==> src/sv/u8dec_pkg.sv <==
package u8dec_pkg;

    localparam int unsigned BYTE_W  = 8;
    localparam int unsigned POINT_W = 21;
    localparam int unsigned QDEPTH  = 2;

    localparam logic [POINT_W-1:0] SURR_HIGH = 21'h00D800;
    localparam logic [POINT_W-1:0] SURR_LOW  = 21'h00DC00;
    localparam logic [19:0]        SUPP_BASE = 20'h10000;

    localparam logic FMT_UTF32 = 1'b0;
    localparam logic FMT_UTF16 = 1'b1;

    typedef struct packed {
        logic [POINT_W-1:0] code_unit;
        logic               last_of_run;
        logic               end_of_string;
    } result_t;

    // what one decoded byte produces: up to two result items
    typedef struct packed {
        logic [1:0] n_results;
        result_t    r0;
        result_t    r1;
    } dec_out_t;

endpackage

==> src/sv/u8dec_decode.sv <==
module u8dec_decode (
    input  logic                         aclk,
    input  logic                         aresetn,
    input  logic [u8dec_pkg::BYTE_W-1:0] in_byte,
    input  logic                         output_format,
    input  logic                         fire,
    output u8dec_pkg::dec_out_t          dec
);

    logic [1:0]                      bytes_pending_reg, bytes_pending_next;
    logic [u8dec_pkg::POINT_W-1:0]   partial_point_reg, partial_point_next;
    logic                            four_byte_reg, four_byte_next;
    logic [u8dec_pkg::POINT_W-1:0]   point;
    logic [19:0]                     offset;

    always_comb begin
        dec                = '0;
        bytes_pending_next = bytes_pending_reg;
        partial_point_next = partial_point_reg;
        four_byte_next     = four_byte_reg;
        point              = {partial_point_reg[14:0], in_byte[5:0]};
        offset             = point[19:0] - u8dec_pkg::SUPP_BASE;

        if (in_byte == '0) begin
            // terminator: drop any open sequence
            bytes_pending_next = '0;
            partial_point_next = '0;
            four_byte_next     = 1'b0;
            dec.n_results      = 2'd1;
            dec.r0             = '{code_unit: '0, last_of_run: 1'b1, end_of_string: 1'b1};
        end else if (bytes_pending_reg != 2'd0) begin
            // any nonzero byte counts as a continuation here
            bytes_pending_next = bytes_pending_reg - 2'd1;
            if (bytes_pending_reg != 2'd1) begin
                partial_point_next = point;
            end else begin
                partial_point_next = '0;
                four_byte_next     = 1'b0;
                if (four_byte_reg && output_format == u8dec_pkg::FMT_UTF16) begin
                    dec.n_results = 2'd2;
                    dec.r0 = '{code_unit: u8dec_pkg::SURR_HIGH | {11'd0, offset[19:10]},
                               last_of_run: 1'b0, end_of_string: 1'b0};
                    dec.r1 = '{code_unit: u8dec_pkg::SURR_LOW | {11'd0, offset[9:0]},
                               last_of_run: 1'b1, end_of_string: 1'b0};
                end else begin
                    dec.n_results = 2'd1;
                    dec.r0 = '{code_unit: point, last_of_run: 1'b1, end_of_string: 1'b0};
                end
            end
        end else if (!in_byte[7]) begin
            dec.n_results = 2'd1;
            dec.r0 = '{code_unit: {13'd0, in_byte}, last_of_run: 1'b1, end_of_string: 1'b0};
        end else if (in_byte[7:5] == 3'b110) begin
            partial_point_next = {16'd0, in_byte[4:0]};
            bytes_pending_next = 2'd1;
            four_byte_next     = 1'b0;
        end else if (in_byte[7:4] == 4'b1110) begin
            partial_point_next = {17'd0, in_byte[3:0]};
            bytes_pending_next = 2'd2;
            four_byte_next     = 1'b0;
        end else if (in_byte[7:3] == 5'b11110) begin
            partial_point_next = {18'd0, in_byte[2:0]};
            bytes_pending_next = 2'd3;
            four_byte_next     = 1'b1;
        end
        // stray continuation or 11111xxx lead: skip
    end

    always_ff @(posedge aclk) begin
        if (!aresetn) begin
            bytes_pending_reg <= '0;
            partial_point_reg <= '0;
            four_byte_reg     <= 1'b0;
        end else if (fire) begin
            bytes_pending_reg <= bytes_pending_next;
            partial_point_reg <= partial_point_next;
            four_byte_reg     <= four_byte_next;
        end
    end

endmodule

==> src/sv/u8dec_outq.sv <==
module u8dec_outq (
    input  logic                aclk,
    input  logic                aresetn,
    input  logic [1:0]          push_n,
    input  u8dec_pkg::result_t  push0,
    input  u8dec_pkg::result_t  push1,
    output logic [1:0]          free_slots,
    output logic                m_valid,
    input  logic                m_ready,
    output u8dec_pkg::result_t  head
);

    u8dec_pkg::result_t q_reg [u8dec_pkg::QDEPTH];
    u8dec_pkg::result_t q_next [u8dec_pkg::QDEPTH];
    logic [1:0]         count_reg, count_next;
    logic [1:0]         count_after;
    logic               pop;

    assign m_valid     = (count_reg != 2'd0);
    assign head        = q_reg[0];
    assign pop         = m_valid && m_ready;
    assign count_after = count_reg - {1'b0, pop};
    assign free_slots  = 2'(u8dec_pkg::QDEPTH) - count_after;

    always_comb begin
        q_next[0] = pop ? q_reg[1] : q_reg[0];
        q_next[1] = q_reg[1];
        if (push_n != 2'd0) begin
            q_next[count_after[0]] = push0;
        end
        if (push_n == 2'd2) begin
            q_next[1] = push1;
        end
        count_next = count_after + push_n;
    end

    always_ff @(posedge aclk) begin
        if (!aresetn) begin
            count_reg <= '0;
        end else begin
            count_reg <= count_next;
        end
    end

    always_ff @(posedge aclk) begin
        q_reg[0] <= q_next[0];
        q_reg[1] <= q_next[1];
    end

endmodule

==> src/sv/utf8_stream_decoder_core.sv <==
// Datapath: an accepted item is held in the input stage, then decoded into the result queue that drives m_*.
// Throughput: one item per cycle while m_ready allows; a surrogate pair fills both queue entries, and the
// bytes of its sequence leave the two-entry result queue room, so input stalls only on m_ready.
// Reset: aresetn low at a clock edge clears the input stage, the result queue, the
// open sequence and output_format (UTF-32).
module utf8_stream_decoder_core (
    input  logic                          aclk,
    input  logic                          aresetn,
    input  logic                          cfg_we,
    input  logic                          cfg_wdata,
    input  logic                          s_valid,
    output logic                          s_ready,
    input  logic [u8dec_pkg::BYTE_W-1:0]  s_in_byte,
    output logic                          m_valid,
    input  logic                          m_ready,
    output logic [u8dec_pkg::POINT_W-1:0] m_code_unit,
    output logic                          m_last_of_run,
    output logic                          m_end_of_string
);

    logic                         output_format_reg;
    logic                         in_valid_reg, in_valid_next;
    logic [u8dec_pkg::BYTE_W-1:0] in_byte_reg;
    logic                         proceed;
    logic [1:0]                   free_slots;
    u8dec_pkg::dec_out_t          dec;
    u8dec_pkg::result_t           head;

    // advance the held item only when the queue has room for all its results
    assign proceed = in_valid_reg && (dec.n_results <= free_slots);
    assign s_ready = !in_valid_reg || proceed;

    always_comb begin
        in_valid_next = in_valid_reg;
        if (s_valid && s_ready) begin
            in_valid_next = 1'b1;
        end else if (proceed) begin
            in_valid_next = 1'b0;
        end
    end

    always_ff @(posedge aclk) begin
        if (!aresetn) begin
            in_valid_reg      <= 1'b0;
            output_format_reg <= u8dec_pkg::FMT_UTF32;
        end else begin
            in_valid_reg <= in_valid_next;
            if (cfg_we) begin
                output_format_reg <= cfg_wdata;
            end
        end
    end

    always_ff @(posedge aclk) begin
        if (s_valid && s_ready) begin
            in_byte_reg <= s_in_byte;
        end
    end

    u8dec_decode u_decode (
        .aclk          (aclk),
        .aresetn       (aresetn),
        .in_byte       (in_byte_reg),
        .output_format (output_format_reg),
        .fire          (proceed),
        .dec           (dec)
    );

    u8dec_outq u_outq (
        .aclk       (aclk),
        .aresetn    (aresetn),
        .push_n     (proceed ? dec.n_results : 2'd0),
        .push0      (dec.r0),
        .push1      (dec.r1),
        .free_slots (free_slots),
        .m_valid    (m_valid),
        .m_ready    (m_ready),
        .head       (head)
    );

    assign m_code_unit     = head.code_unit;
    assign m_last_of_run   = head.last_of_run;
    assign m_end_of_string = head.end_of_string;

    a_accept_loads: assert property (@(posedge aclk) disable iff (!aresetn)
        s_valid && s_ready |=> in_valid_reg)
        else $error("accepted item not held in input stage");

    a_eos_is_last: assert property (@(posedge aclk) disable iff (!aresetn)
        m_valid && m_end_of_string |-> m_last_of_run)
        else $error("terminator not marked last of run");

    a_pair_only_utf16: assert property (@(posedge aclk) disable iff (!aresetn)
        proceed && dec.n_results == 2'd2 |-> output_format_reg == u8dec_pkg::FMT_UTF16)
        else $error("surrogate pair outside UTF-16 mode");

    a_idle_ready: assert property (@(posedge aclk) disable iff (!aresetn)
        !in_valid_reg |-> s_ready)
        else $error("empty input stage refuses an item");

endmodule

==> config.mk <==
export PLATFORM = sky130hd
export DESIGN_NAME = utf8_stream_decoder_core
export DESIGN_NICKNAME = d
export VERILOG_FILES = /design/src/sv/u8dec_pkg.sv /design/src/sv/u8dec_decode.sv /design/src/sv/u8dec_outq.sv /design/src/sv/utf8_stream_decoder_core.sv
export SDC_FILE = /design/constraint.sdc
export NUM_CORES = 1
export LEC_CHECK = 0
export ABC_CLOCK_PERIOD_IN_PS = 8340
export BUFFER_PORTS_ARGS = -buffer_cell sky130_fd_sc_hd__buf_2
export CORE_MARGIN = 10
export CORE_UTILIZATION = 55
export CTS_BUF_LIST = sky130_fd_sc_hd__clkbuf_2 sky130_fd_sc_hd__clkbuf_4 sky130_fd_sc_hd__clkbuf_8
export DETAILED_ROUTE_END_ITERATION = 16
export PLACE_DENSITY = 0.74
export REMOVE_ABC_BUFFERS = 1
export SYNTH_ARGS = -nofsm -noshare
export SYNTH_HDL_FRONTEND = slang
export SYNTH_SLANG_ARGS = --single-unit
==> constraint.sdc <==
create_clock -name aclk -period 8.34 [get_ports aclk]
set_clock_uncertainty 0.15 [all_clocks]
set_input_delay 0.417 -clock aclk [delete_from_list [all_inputs] [get_ports aclk]]
set_output_delay 0.417 -clock aclk [all_outputs]
set_load 0.02 [all_outputs]
# Yosys cells after proc, flatten, opt, wreduce, memory -nomap -nowiden
# Memory sizes are Yosys's and may differ from the RTL's.
# Cells that the tools add are included.
[totals]
out_inout_bits = 25
latch_bits = 0
inputBits = 14
memories = 1
mem_bits_rw = 46
wordCells = 76
register_bits = 30
mem_bits_ro = 0
[classes]
n_shift = 0
n_reduce_logical = 16
n_div = 0
order_cmp = 3
n_mul = 0
n_addsub = 5
mux = 37
n_bitwise = 1
n_eq_ne = 6
[mem_list]
columns = ["name", "words", "word_bits", "read_ports", "rd_clocked_by_memory_dff", "write_ports", "line", "source"]
rows = [
  ["u_outq.q_reg", 2, 23, 2, 0, 2, "u8dec_outq.sv:13", "u8dec_pkg::result_t q_reg [u8dec_pkg::QDEPTH];"],
]
[ops]
columns = ["op", "n"]
rows = [
  ["$mux W23", 5],
  ["$mux W15", 7],
  ["$mux W25", 3],
  ["$mux W48", 1],
  ["$bwmux W46", 1],
  ["$mux W46", 1],
  ["$mux W24", 1],
  ["$demux W23 S1", 1],
  ["$sub A20 B17 Y20 const B", 1],
  ["$mux W18", 1],
  ["$mux W2", 7],
  ["$mux W1", 9],
  ["$logic_not A8 Y1", 1],
  ["$reduce_bool A2 Y1", 4],
  ["$eq A5 B5 Y1 const B", 1],
  ["$logic_and A1 B1 Y1", 5],
  ["$reduce_bool A5 Y1", 1],
  ["$eq A4 B4 Y1 const B", 1],
  ["$reduce_and A4 Y1", 1],
  ["$eq A3 B3 Y1 const B", 1],
  ["$ne A3 B2 Y1 const B", 1],
  ["$reduce_and A3 Y1", 1],
  ["$reduce_bool A3 Y1", 1],
  ["$add A2 B2 Y2", 1],
  ["other kinds (11)", 11],
]

# Longest topological paths before layout
[logic_depth]
depth_word = 11
ltp_mapped = 17
depth_no_buf = 15

# Modules after synthesis
# Synthesis repeated with hierarchy kept, for this count alone.
[unflattened]
hier_cells = 421
hier_area_um2 = 3950.0
[modules_own_cells]
columns = ["mod", "cells_each", "n_inst", "area_each_um2", "seq_area_each_um2"]
rows = [
  ["u8dec_outq", 215, 1, 2165.8, 1191.1],
  ["u8dec_decode", 180, 1, 1380.1, 360.3],
  ["utf8_stream_decoder_core", 26, 1, 404.1, 280.3],
]

# Worst setup path before layout
# No wires, ideal clock.
[synth_timing]
kind = "reg-to-reg"
start = "register u_outq.count_reg[0] (netlist name)"
end = "memory u_outq.q_reg[0][24] (netlist bit) (enable)"
arrival_ns = 3.564
path_buffers = 3
path_slack_ns = 4.254
stages_incl_launch_ff = 16
path_cell_list = "dfxtp_1 > or2_2 > nand2_1 > buf_2 > buf_2 > inv_1 > ha_1 > xor2_1 > xnor2_1 > ha_1 > nor2b_1 > o22ai_2 > and2_0 > clkbuf_1 > nand3_1 > nand2_1"
[synth_lines]
columns = ["item", "line"]
rows = [
  ["to (decl)", "u8dec_outq.sv:13"],
]

==> results.json <==
{
  "async_flop_share_pct": 0,
  "cpPeakStageDelay_ns": 0.68,
  "tritoncts": "yes",
  "period_needed_ns": 4.194,
  "diodes": 0,
  "die_area_mm2": 0.01056,
  "grt_max_degree": 29,
  "peakVddDrop_mv": 0.1611,
  "clkTransAtPathRegs_ns": 0.08,
  "start_util_pct": 56.07,
  "hold_end": "in_byte_reg[7]",
  "crit_path_cell_trace": "or2_2, nand2_1, buf_4, inv_1, ha_1, xor2_1, xnor2_1, ha_1, nor2b_1, o22ai_2, nand3_1, nand2_1",
  "worstSetupPathType": "register to register",
  "dp_hpwl_um": 5780,
  "cts.hold.buffers_added": 0,
  "die_h_um": 102.8,
  "io_buffers": 38,
  "drive_gt1_share_pct": 19.90,
  "place.gp.congestion": 0.9306,
  "grt.overflow.total": 0,
  "power_density_mw_per_mm2": 329.0,
  "post_drt_wl_per_cell_um": 17.03,
  "ant_nets": 0,
  "setup_viol": 0,
  "numCtsBuffers": 9,
  "num-fill-cells": 578,
  "rsz0062_at_grt": "no",
  "crit_arrival_ns": 4.03,
  "cts_buffer_depth": 2,
  "hold_depth": 1,
  "r2r_slack_ns": 4.15,
  "syn_inst": 377,
  "drv_cap": 0,
  "instances_no_fill": 472,
  "dp_cells": 456,
  "worstMarginPinSlew_ns": 0.9622,
  "clock.fmax_ghz": 0.2385,
  "avgSynthCellArea_um2": 9.993,
  "synth_area_leaders": "dfxtp_1 28%, edfxtp_1 19%, mux2i_1 6.6%",
  "fin_total_pwr_mw": 1.317,
  "routed_via_density": 5.784,
  "yosys.area.top_type_share_pct": 27.63,
  "clock-root-buffer": "clkbuf_8",
  "max_slew_margin_pct": 35.62,
  "worstPathRequired_ns": 8.18,
  "min_path_type": "primary input to register",
  "num_io_pins": 39,
  "seq_area_mm2": 0.001762,
  "cts.sinks": 76,
  "clk-insertion-delay-late_ns": 0.35,
  "drc_errors": 0,
  "wl_um": 8039,
  "r2r-start": "u_outq.count_reg[0]",
  "synth_top_cell_by_area": "dfxtp_1",
  "layout.nets": 407,
  "grtUsageTotal_pct": 16.48,
  "netlist_area_mm2": 0.003767,
  "chipWidth_um": 102.8,
  "crit-reg2reg-capture": "u_outq.q_reg[0][39]",
  "p_leak_nw": 1.689,
  "area_delta_synth_final_pct": 6.244,
  "multiInputGateArea_mm2": 0.001647,
  "hold_viol": 0,
  "grt_pass1_wl_um": 13570,
  "antenna_found_initial": 0,
  "firstDrtPassIters": 5,
  "start_kind": "register",
  "cts.htree.levels": 3,
  "fin_crit_sh_pct": 50.28,
  "critPathCaptureType": "register",
  "synth-edff-count": 24,
  "ys_seq_area_share_pct": 46.76,
  "cts_resized": 0,
  "fin_tns_setup_ns": 0,
  "vias": 2730,
  "cts_setup_buffers": 0,
  "grt_pass1_vias": 2660,
  "yosysUniqueCellTypes": 55,
  "cpMaxStageDelayCell": "nand2_1",
  "ys_ff_latch": 76,
  "utilization_pct": 59.57,
  "crit_fanout": 24,
  "drv_slew": 0,
  "status": "finished, final reports clean",
  "synthFlopType": "dfxtp_1",
  "core_area_mm2": 0.006719,
  "hp-start": "s_in_byte[7]",
  "largest_reg_flops": 46,
  "dr.first_iter.drc_count": 262,
  "ys.warnings.count": 0,
  "reg2regPathDepth": 12,
  "fp-row-count": 30
}
==> cell families after synthesis <==
logic type	synth area share [%]
flip-flops	46.76
AO/OA/AOI/OAI	18.30
adder cells (fa/ha/maj)	1.993
multiplexers	8.436
XOR/XNOR	1.395
buffers and inverters	9.532
AND/OR/NAND/NOR	13.58
==> cell usage in the layout (no fill, tap or decap), drive strengths merged, types with 7 or more instances in the layout <==
master | Yosys | layout
a21oi | 37 | 37
a22o | 11 | 11
and2 | 7 | 7
buf | 34 | 40
clkbuf | 7 | 9
dfxtp | 52 | 52
edfxtp | 24 | 24
inv | 18 | 20
mux2i | 25 | 25
nand2 | 33 | 33
nand3 | 17 | 17
nor2 | 19 | 19
o21ai | 26 | 26
==> routing by layer <==
layer  wire length (um)  vias to the layer above  global-route usage (%)
met5                  0                        -                       0
met4                137                        0                   7.059
met3                707                       13                   4.290
met2               3638                      105                   24.48
met1               3557                     1257                   22.10
li1                   -                     1355                       -
==> metrics by stage <==
step / area, um2 / hold slack, ns / setup slack (ns)
after floorplan: 3476 / 0.2777 / 4.276
after global placement: 3781 / 0.2939 / 4.265
after detailed placement: 3781 / 0.2980 / 4.104
after CTS: 4003 / 0.07838 / 4.091
after global routing: 4003 / 0.07245 / 3.851
final: 4003 / 0.08883 / 4.146
==> how the worst max path moves through the flow <==
| stage | start | slack, ns | cells after the start | end |
|---|---|---|---|---|
| global route | u_outq.count_reg[0] | 3.85 | 12 | u_outq.q_reg[0][25] |
| floorplan | u_outq.count_reg[0] | 4.28 | 12 | u_outq.q_reg[0][24] |
| detailed placement | u_outq.count_reg[0] | 4.10 | 12 | u_outq.q_reg[0][33] |
| CTS | u_outq.count_reg[0] | 4.09 | 12 | u_outq.q_reg[0][36] |
| global placement | u_outq.count_reg[0] | 4.27 | 12 | u_outq.q_reg[0][34] |
| finish | u_outq.count_reg[0] | 4.15 | 12 | u_outq.q_reg[0][39] |
==> worst max-delay path: cells and delay by family (launching register included) <==
kind	cells	cell delay [ns]
buffers and inverters	2	0.43
adder cells (fa/ha/maj)	2	0.46
XOR/XNOR	2	0.41
flip-flops	1	0.32
AND/OR/NAND/NOR	5	1.73
AO/OA/AOI/OAI	1	0.33
==> synthesized netlist by cell type (all sizes together), types with 3 or more instances <==
| cell | number |
|---|---|
| dfxtp | 52 |
| a21oi | 37 |
| buf | 34 |
| nand2 | 33 |
| o21ai | 26 |
| mux2i | 25 |
| edfxtp | 24 |
| nor2 | 19 |
| inv | 18 |
| nand3 | 17 |
| a22o | 11 |
| and2 | 7 |
| clkbuf | 7 |
| ha | 6 |
| mux2 | 6 |
| a221oi | 4 |
| nand2b | 4 |
| nor2b | 4 |
| nor3 | 4 |
| xor2 | 4 |
| nor4 | 3 |
| o211ai | 3 |
| or4 | 3 |
==> layout make-up <==
class	count	area share [%]
flip-flops and latches	76	44.01
multi-input cells	242	41.14
repair buffers	40	5.127
clock buffers	9	3.095
well taps	80	2.501
clock inverters	7	2.438
inverters	18	1.688
==> where the power goes <==
part,switching [mW],internal (mW),leakage [nW]
combinational,0.304,0.188,0.918
sequential,0.0517,0.464,0.663
clock,0.139,0.170,0.108
total,0.496,0.821,1.69
Note: power is estimated with default switching activity, not from simulation.
